===== src/rtl/core/oldec_pkg.sv =====
// Shared types and constants of the order-log record decoder.
`timescale 1ns / 1ps
package oldec_pkg;

  // Configuration register indexes
  localparam int CFG_IDX_W = 8;
  localparam logic [CFG_IDX_W-1:0] REG_MULTI_STREAM = 8'd0;
  localparam logic [CFG_IDX_W-1:0] REG_START_TIME   = 8'd1;

  // Growing value escape and timestamp tick divisor
  localparam logic [63:0] GROW_ESCAPE = 64'd268435455;
  localparam logic [7:0]  TICK_DIV    = 8'd100;

  // Result error codes
  localparam logic [1:0] ERR_NONE      = 2'd0;
  localparam logic [1:0] ERR_NO_ACTION = 2'd1;
  localparam logic [1:0] ERR_TOO_LONG  = 2'd2;

  // Optional field indexes, in stream order
  localparam logic [2:0] FLD_TIME   = 3'd0;
  localparam logic [2:0] FLD_ID     = 3'd1;
  localparam logic [2:0] FLD_PRICE  = 3'd2;
  localparam logic [2:0] FLD_AMOUNT = 3'd3;
  localparam logic [2:0] FLD_LEFT   = 3'd4;
  localparam logic [2:0] FLD_FILLID = 3'd5;
  localparam logic [2:0] FLD_FILLPX = 3'd6;
  localparam logic [2:0] FLD_OI     = 3'd7;

  // Action bit positions
  localparam int ACT_ADD_BIT     = 2;
  localparam int ACT_FILL_BIT    = 3;
  localparam int ACT_COUNTER_BIT = 8;
  localparam int ACT_MOVE_BIT    = 12;
  localparam int ACT_CANCEL_BIT  = 13;
  localparam int ACT_CGROUP_BIT  = 14;

  typedef enum logic [4:0] {
    EV_FRAME_TS = 5'b00001,
    EV_STREAM   = 5'b00010,
    EV_HDR      = 5'b00100,
    EV_FIELD    = 5'b01000,
    EV_ERROR    = 5'b10000
  } ev_kind_t;

  // One classified event from the byte parser
  typedef struct packed {
    ev_kind_t    kind;
    logic [2:0]  fidx;
    logic        add;
    logic        clr_stream;
    logic        emit;
    logic [63:0] value;
  } ev_t;

  typedef struct packed {
    logic [2:0]  action_flags;
    logic [63:0] timestamp;
    logic [63:0] order_id;
    logic [63:0] price;
    logic [63:0] quantity;
    logic [63:0] quantity_left;
    logic [63:0] fill_id;
    logic [63:0] fill_price;
    logic [63:0] open_interest;
    logic [7:0]  stream_byte;
    logic [1:0]  error_code;
  } rec_t;

  typedef struct packed {
    logic full;
    logic empty;
  } qstat_t;

endpackage


===== src/rtl/core/oldec_queue.sv =====
// Short event queue between parser and record builder.
`timescale 1ns / 1ps
module oldec_queue #(
  parameter int DEPTH = 4
) (
  input  logic              clk,
  input  logic              rst,
  input  logic              push,
  input  oldec_pkg::ev_t    din,
  input  logic              pop,
  output oldec_pkg::ev_t    dout,
  output logic              valid,
  output oldec_pkg::qstat_t stat
);
  import oldec_pkg::*;

  localparam int PTR_W = (DEPTH > 1) ? $clog2(DEPTH) : 1;
  localparam int CNT_W = $clog2(DEPTH + 1);

  ev_t              slots [DEPTH];
  logic [PTR_W-1:0] wr_ptr, rd_ptr;
  logic [CNT_W-1:0] count;

  assign dout       = slots[rd_ptr];
  assign valid      = (count != '0);
  assign stat.empty = (count == '0);
  assign stat.full  = (count == CNT_W'(DEPTH));

  always_ff @(posedge clk) begin
    if (push) slots[wr_ptr] <= din;
  end

  // Advance pointers and occupancy
  always_ff @(posedge clk) begin
    if (rst) begin
      wr_ptr <= '0;
      rd_ptr <= '0;
      count  <= '0;
    end else begin
      if (push) wr_ptr <= (wr_ptr == PTR_W'(DEPTH - 1)) ? '0 : wr_ptr + PTR_W'(1);
      if (pop)  rd_ptr <= (rd_ptr == PTR_W'(DEPTH - 1)) ? '0 : rd_ptr + PTR_W'(1);
      if (push && !pop) count <= count + CNT_W'(1);
      else if (pop && !push) count <= count - CNT_W'(1);
    end
  end

endmodule


===== config.mk =====
export PLATFORM = sky130hd
export DESIGN_NAME = oldec_queue
export DESIGN_NICKNAME = d
export VERILOG_FILES = /design/src/rtl/core/oldec_pkg.sv /design/src/rtl/core/oldec_queue.sv
export SDC_FILE = /design/constraint.sdc
export NUM_CORES = 1
export LEC_CHECK = 0
export BUFFER_PORTS_ARGS = -buffer_cell sky130_fd_sc_hd__buf_2
export CORE_ASPECT_RATIO = 1.1
export CORE_MARGIN = 4
export CORE_UTILIZATION = 45
export CTS_CLUSTER_SIZE = 10
export DETAILED_ROUTE_END_ITERATION = 7
export PLACE_DENSITY = 0.65
export SYNTH_ARGS = -nofsm -noshare
export SYNTH_HDL_FRONTEND = slang
export SYNTH_SLANG_ARGS = --single-unit
export TNS_END_PERCENT = 10

===== constraint.sdc =====
create_clock -name clk -period 3.7 [get_ports clk]
set_input_delay 0.37 -clock clk [delete_from_list [all_inputs] [get_ports clk]]
set_output_delay 0.37 -clock clk [all_outputs]
set_load 0.02 [all_outputs]

Yosys cells after proc, flatten, opt, wreduce, memory -nomap -nowiden

Memories as Yosys holds them, arrays and structs flattened. A register that Yosys moved wholly into a read port is not among the register bits.
Index checks and enable logic that the tools add are counted.
W data, S select, Z words.

Memories: 1
Word-level logic and storage cells: 26
Output and inout bits: 78
Input bits: 79
Register bits: 7
RAM bits: 300

Memory list:

| name  | words | bits a word | read ports | clocked after memory_dff | wr ports | RTL line          | text |
|---|---|---|---|---|---|---|---|
| slots | 4     | 75          | 1          | 1                        | 1        | oldec_queue.sv:20 | `ev_t slots [DEPTH];` |

$add $sub $neg: 4
Reduce and logical (&&, ||, !) cells: 7
Multiplexer cells: 8
Eq/ne operators: 3

Operator list:

| kind                  | count |
|---|---|
| $mux W2               | 4 |
| $mux W3               | 2 |
| $add A2 B1 Y2 const B | 2 |
| $eq A2 B2 Y1 const B  | 2 |
| $add A3 B1 Y3 const B | 1 |
| $eq A3 B3 Y1 const B  | 1 |
| $logic_not A3 Y1      | 1 |
| $reduce_bool A3 Y1    | 1 |
| $sub A3 B1 Y3 const B | 1 |
| $logic_and A1 B1 Y1   | 2 |
| $logic_not A1 Y1      | 2 |
| $mux W1               | 2 |
| $reduce_bool A2 Y1    | 1 |

Logic depth before layout (Yosys ltp)

Word-level depth: 4
Depth in mapped cells: 7
Gate-level depth less buffers: 7

Least setup slack after synthesis

No wires, ideal clock.

Path type: register to register
Start point: reg wr_ptr[0]
End point: mem slots[3][0] (netlist bit) (enable)
Buffers on the path: 0
Stages on the path, launching flop included: 3
Period minus slack after synthesis: 2.740 ns
Path slack: 0.960 ns
Arrival time: 2.299 ns
Setup time: 0.441 ns
Path through: dfxtp_1 ha_1 and2_1

RTL lines:

| element                | RTL line          | text |
|---|---|---|
| from (decl)            | oldec_queue.sv:21 | `logic [PTR_W-1:0] wr_ptr, rd_ptr;` |
| from (signal assigned) | oldec_queue.sv:40 | `if (push) wr_ptr <= (wr_ptr == PTR_W'(DEPTH - 1)) ? '0 : wr_ptr + PTR_W'(1);` |
| to (decl)              | oldec_queue.sv:20 |  |

No word-level cell before the write port.

==> impl_metrics.tcl <==
set metrics [dict create \
    crit_type "reg2out" \
    crit_path_end_kind "primary output" \
    cts_tree "built" \
    layoutNonFillerInstCount 949 \
    synth_top_area_cell "edfxtp_1" \
    synth_top_cells_by_area "edfxtp_1 80%, mux4_2 15%, dfxtp_1 1.6%, ha_1 0.67%, buf_6 0.60%" \
    grt-ovfl-total 0 \
    syn_avg_cell_area_sq_um 25.83 \
    ys.warnings.count 0 \
    outcome "finished, final reports clean" \
    hold_depth 1 \
    r2r_start "wr_ptr[1]$_SDFFE_PP0P_" \
    fmaxAchievable_ghz 0.3766 \
    vias_per_cell 5.358 \
    p_leak_nw 4.571 \
    rows 60 \
    diodes 0 \
    hold_path.class "in2reg" \
    area_growth_pct 19.62 \
    fin_tns_setup_ns 0 \
    rrSetupSlack_ns 1.69 \
    synth-edff-count 300 \
    ctsLongestPathBuffers 3 \
    fin_crit_sh 0.7176 \
    place.gp.congestion 0.6965 \
    dpl_cell_area_sq_mm 0.01241 \
    routed_wirelength_mm 21.17 \
    netlist_area_sq_mm 0.01126 \
    critical_path.max_fanout 75 \
    cts_hold_buf 0 \
    routedWlPerCell_um 22.31 \
    finClkSkew_ns 0.01046 \
    post-synth-top-count-cell "edfxtp_1" \
    min_to "slots[0][48]$_DFFE_PP_" \
    syn-num-nets 522 \
    cts_made_buffers 37 \
    finalNetCount 710 \
    async_reset_ff_frac 0 \
    setup_viol 0 \
    ant_nets 0 \
    worst_pin_slew_ns 1.165 \
    grt_pass1_vias 5788 \
    drc_errors 0 \
    cap_violations 0 \
    ios 157 \
    crit_arrival_ns 2.29 \
    synth_top_area_share 0.7998 \
    ys_seq_area_frac 0.8158 \
    first_pass_iters 4 \
    slew_viol_final 0 \
    path_clk_slew_ns 0.06 \
    core_area_sq_mm 0.02455 \
    yosys-top-cells-count "300 x edfxtp_1, 75 x mux4_2, 9 x dfxtp_1, 7 x nor2_1" \
    start_util 0.4588 \
    fp.dieW_um 158.8 \
    relSlewSlack 0.2234 \
    hpwl_mm 12.35 \
    postLayoutCellArea_sq_mm 0.01347 \
    dieArea_sq_mm 0.02763 \
    r2r_cells 4 \
    drive_gt1_frac 0.4491 \
    grt_max_degree 76 \
    cts_max_level 2 \
    ir_drop_v 0.0003873 \
    die_h_um 173.9 \
    grt_usage 0.1560 \
    synth_flop_cell "edfxtp_1" \
    io_buffers 156 \
    power_density_mw_per_mm2 593.9 \
    cts_setup_buffers 0 \
    antenna_found_initial 2 \
    hold_viol_final 0 \
    r2r_end "slots[1][11]$_DFFE_PP_" \
    rsz0062_at_grt "no" \
    clock-sinks 309 \
    insertion_delay_ns 0.50 \
    synth-seq-cells 309 \
    drt-initial-drc-count 338 \
    cts-resized-gates 0 \
    hold_start "din[48]" \
    cts_root_buf "clkbuf_16" \
    yosysUniqueCellTypes 18 \
    period_needed_ns 2.655 \
    grt_pass1_wl_mm 33.31 \
    vias 5085 \
    worstPathRequired_ns 3.33 \
    fin_hold_ws_ns 0.08081 \
    cp-start-kind "register" \
    synthCells 436 \
    dp_cells 895 \
]
## worst max-delay path, stage by stage (launching register included)
cell	delay (ns)
dfxtp_4	1.13
mux4_2	0.47
buf_2	0.18
## registers in the layout (all words and copies together) (netlist names), named ones only
register and flops:
slots 300, rd_ptr 2, wr_ptr 2, count 3
## metrics by stage
step	utilization	total power, W	setup WS [ns]
after floorplan	-	0.004601	0.9596
after global routing	0.5488	0.008332	0.9010
final	0.5488	0.008002	1.045
after detailed placement	0.5055	0.004889	1.511
after CTS	0.5488	0.008122	0.9752
after global placement	0.5055	0.004864	1.507
## area by class of cell
class	instances	area [sq um]
fillers	1859	11080
flip-flops and latches	309	9196
multi-input cells	106	1946
clock buffers	50	1017
repair buffers	165	860.8
well taps	310	387.9
clock inverters	4	46.29
inverters	5	18.77
## metal layers
layer / share of wire / global-route usage
met1: 0.40 / 0.1992
met2: 0.51 / 0.2641
met3: 0.065 / 0.04268
met4: 0.019 / 0.04846
met5: 0.00094 / 0
## cells in the final DEF (no fill, tap or decap), types with 2 or more instances in the layout
master,synthesis,final
nor2_1,7,7
or3_1,2,2
and2_4,0,4
mux2i_1,4,4
clkbuf_1,2,11
clkbuf_16,0,39
xor2_1,2,2
buf_2,6,156
dfxtp_1,9,7
mux4_2,75,75
ha_1,6,6
dfxtp_4,0,2
a21oi_1,2,2
nor3b_1,2,2
edfxtp_1,300,300
buf_4,2,8
clkinv_1,0,2
inv_1,5,5
## cells by family (layout without fill, tap and decap cells)
| family | after synthesis | count (layout) | share of synthesized area |
|---|---|---|---|
| mux | 79 | 79 | 0.1535 |
| xor+xnor | 2 | 2 | 0.001555 |
| compound gates | 3 | 3 | 0.001333 |
| buf+inv | 21 | 224 | 0.01233 |
| flops | 309 | 309 | 0.8158 |
| fa+ha+maj | 7 | 7 | 0.008442 |
| simple gates | 15 | 15 | 0.006998 |
## power by group
group / internal (W) / switching (W) / leakage (nW)
Sequential: 0.00401 / 0.0000645 / 2.83
Clock: 0.00197 / 0.00124 / 0.515
Combinational: 0.000295 / 0.000428 / 1.22
## worst max path at each step
stage	from	end	slack [ns]	depth (start not counted)
global placement	register	dout[18]	1.51	2
CTS	register	dout[18]	0.98	2
detailed placement	register	dout[18]	1.51	2
finish	register	dout[18]	1.04	2
floorplan	wr_ptr[0]$_SDFFE_PP0P_	slots[3][0]$_DFFE_PP_	0.96	2
global route	register	dout[18]	0.90	2
Power figures use the tool's default switching activity.
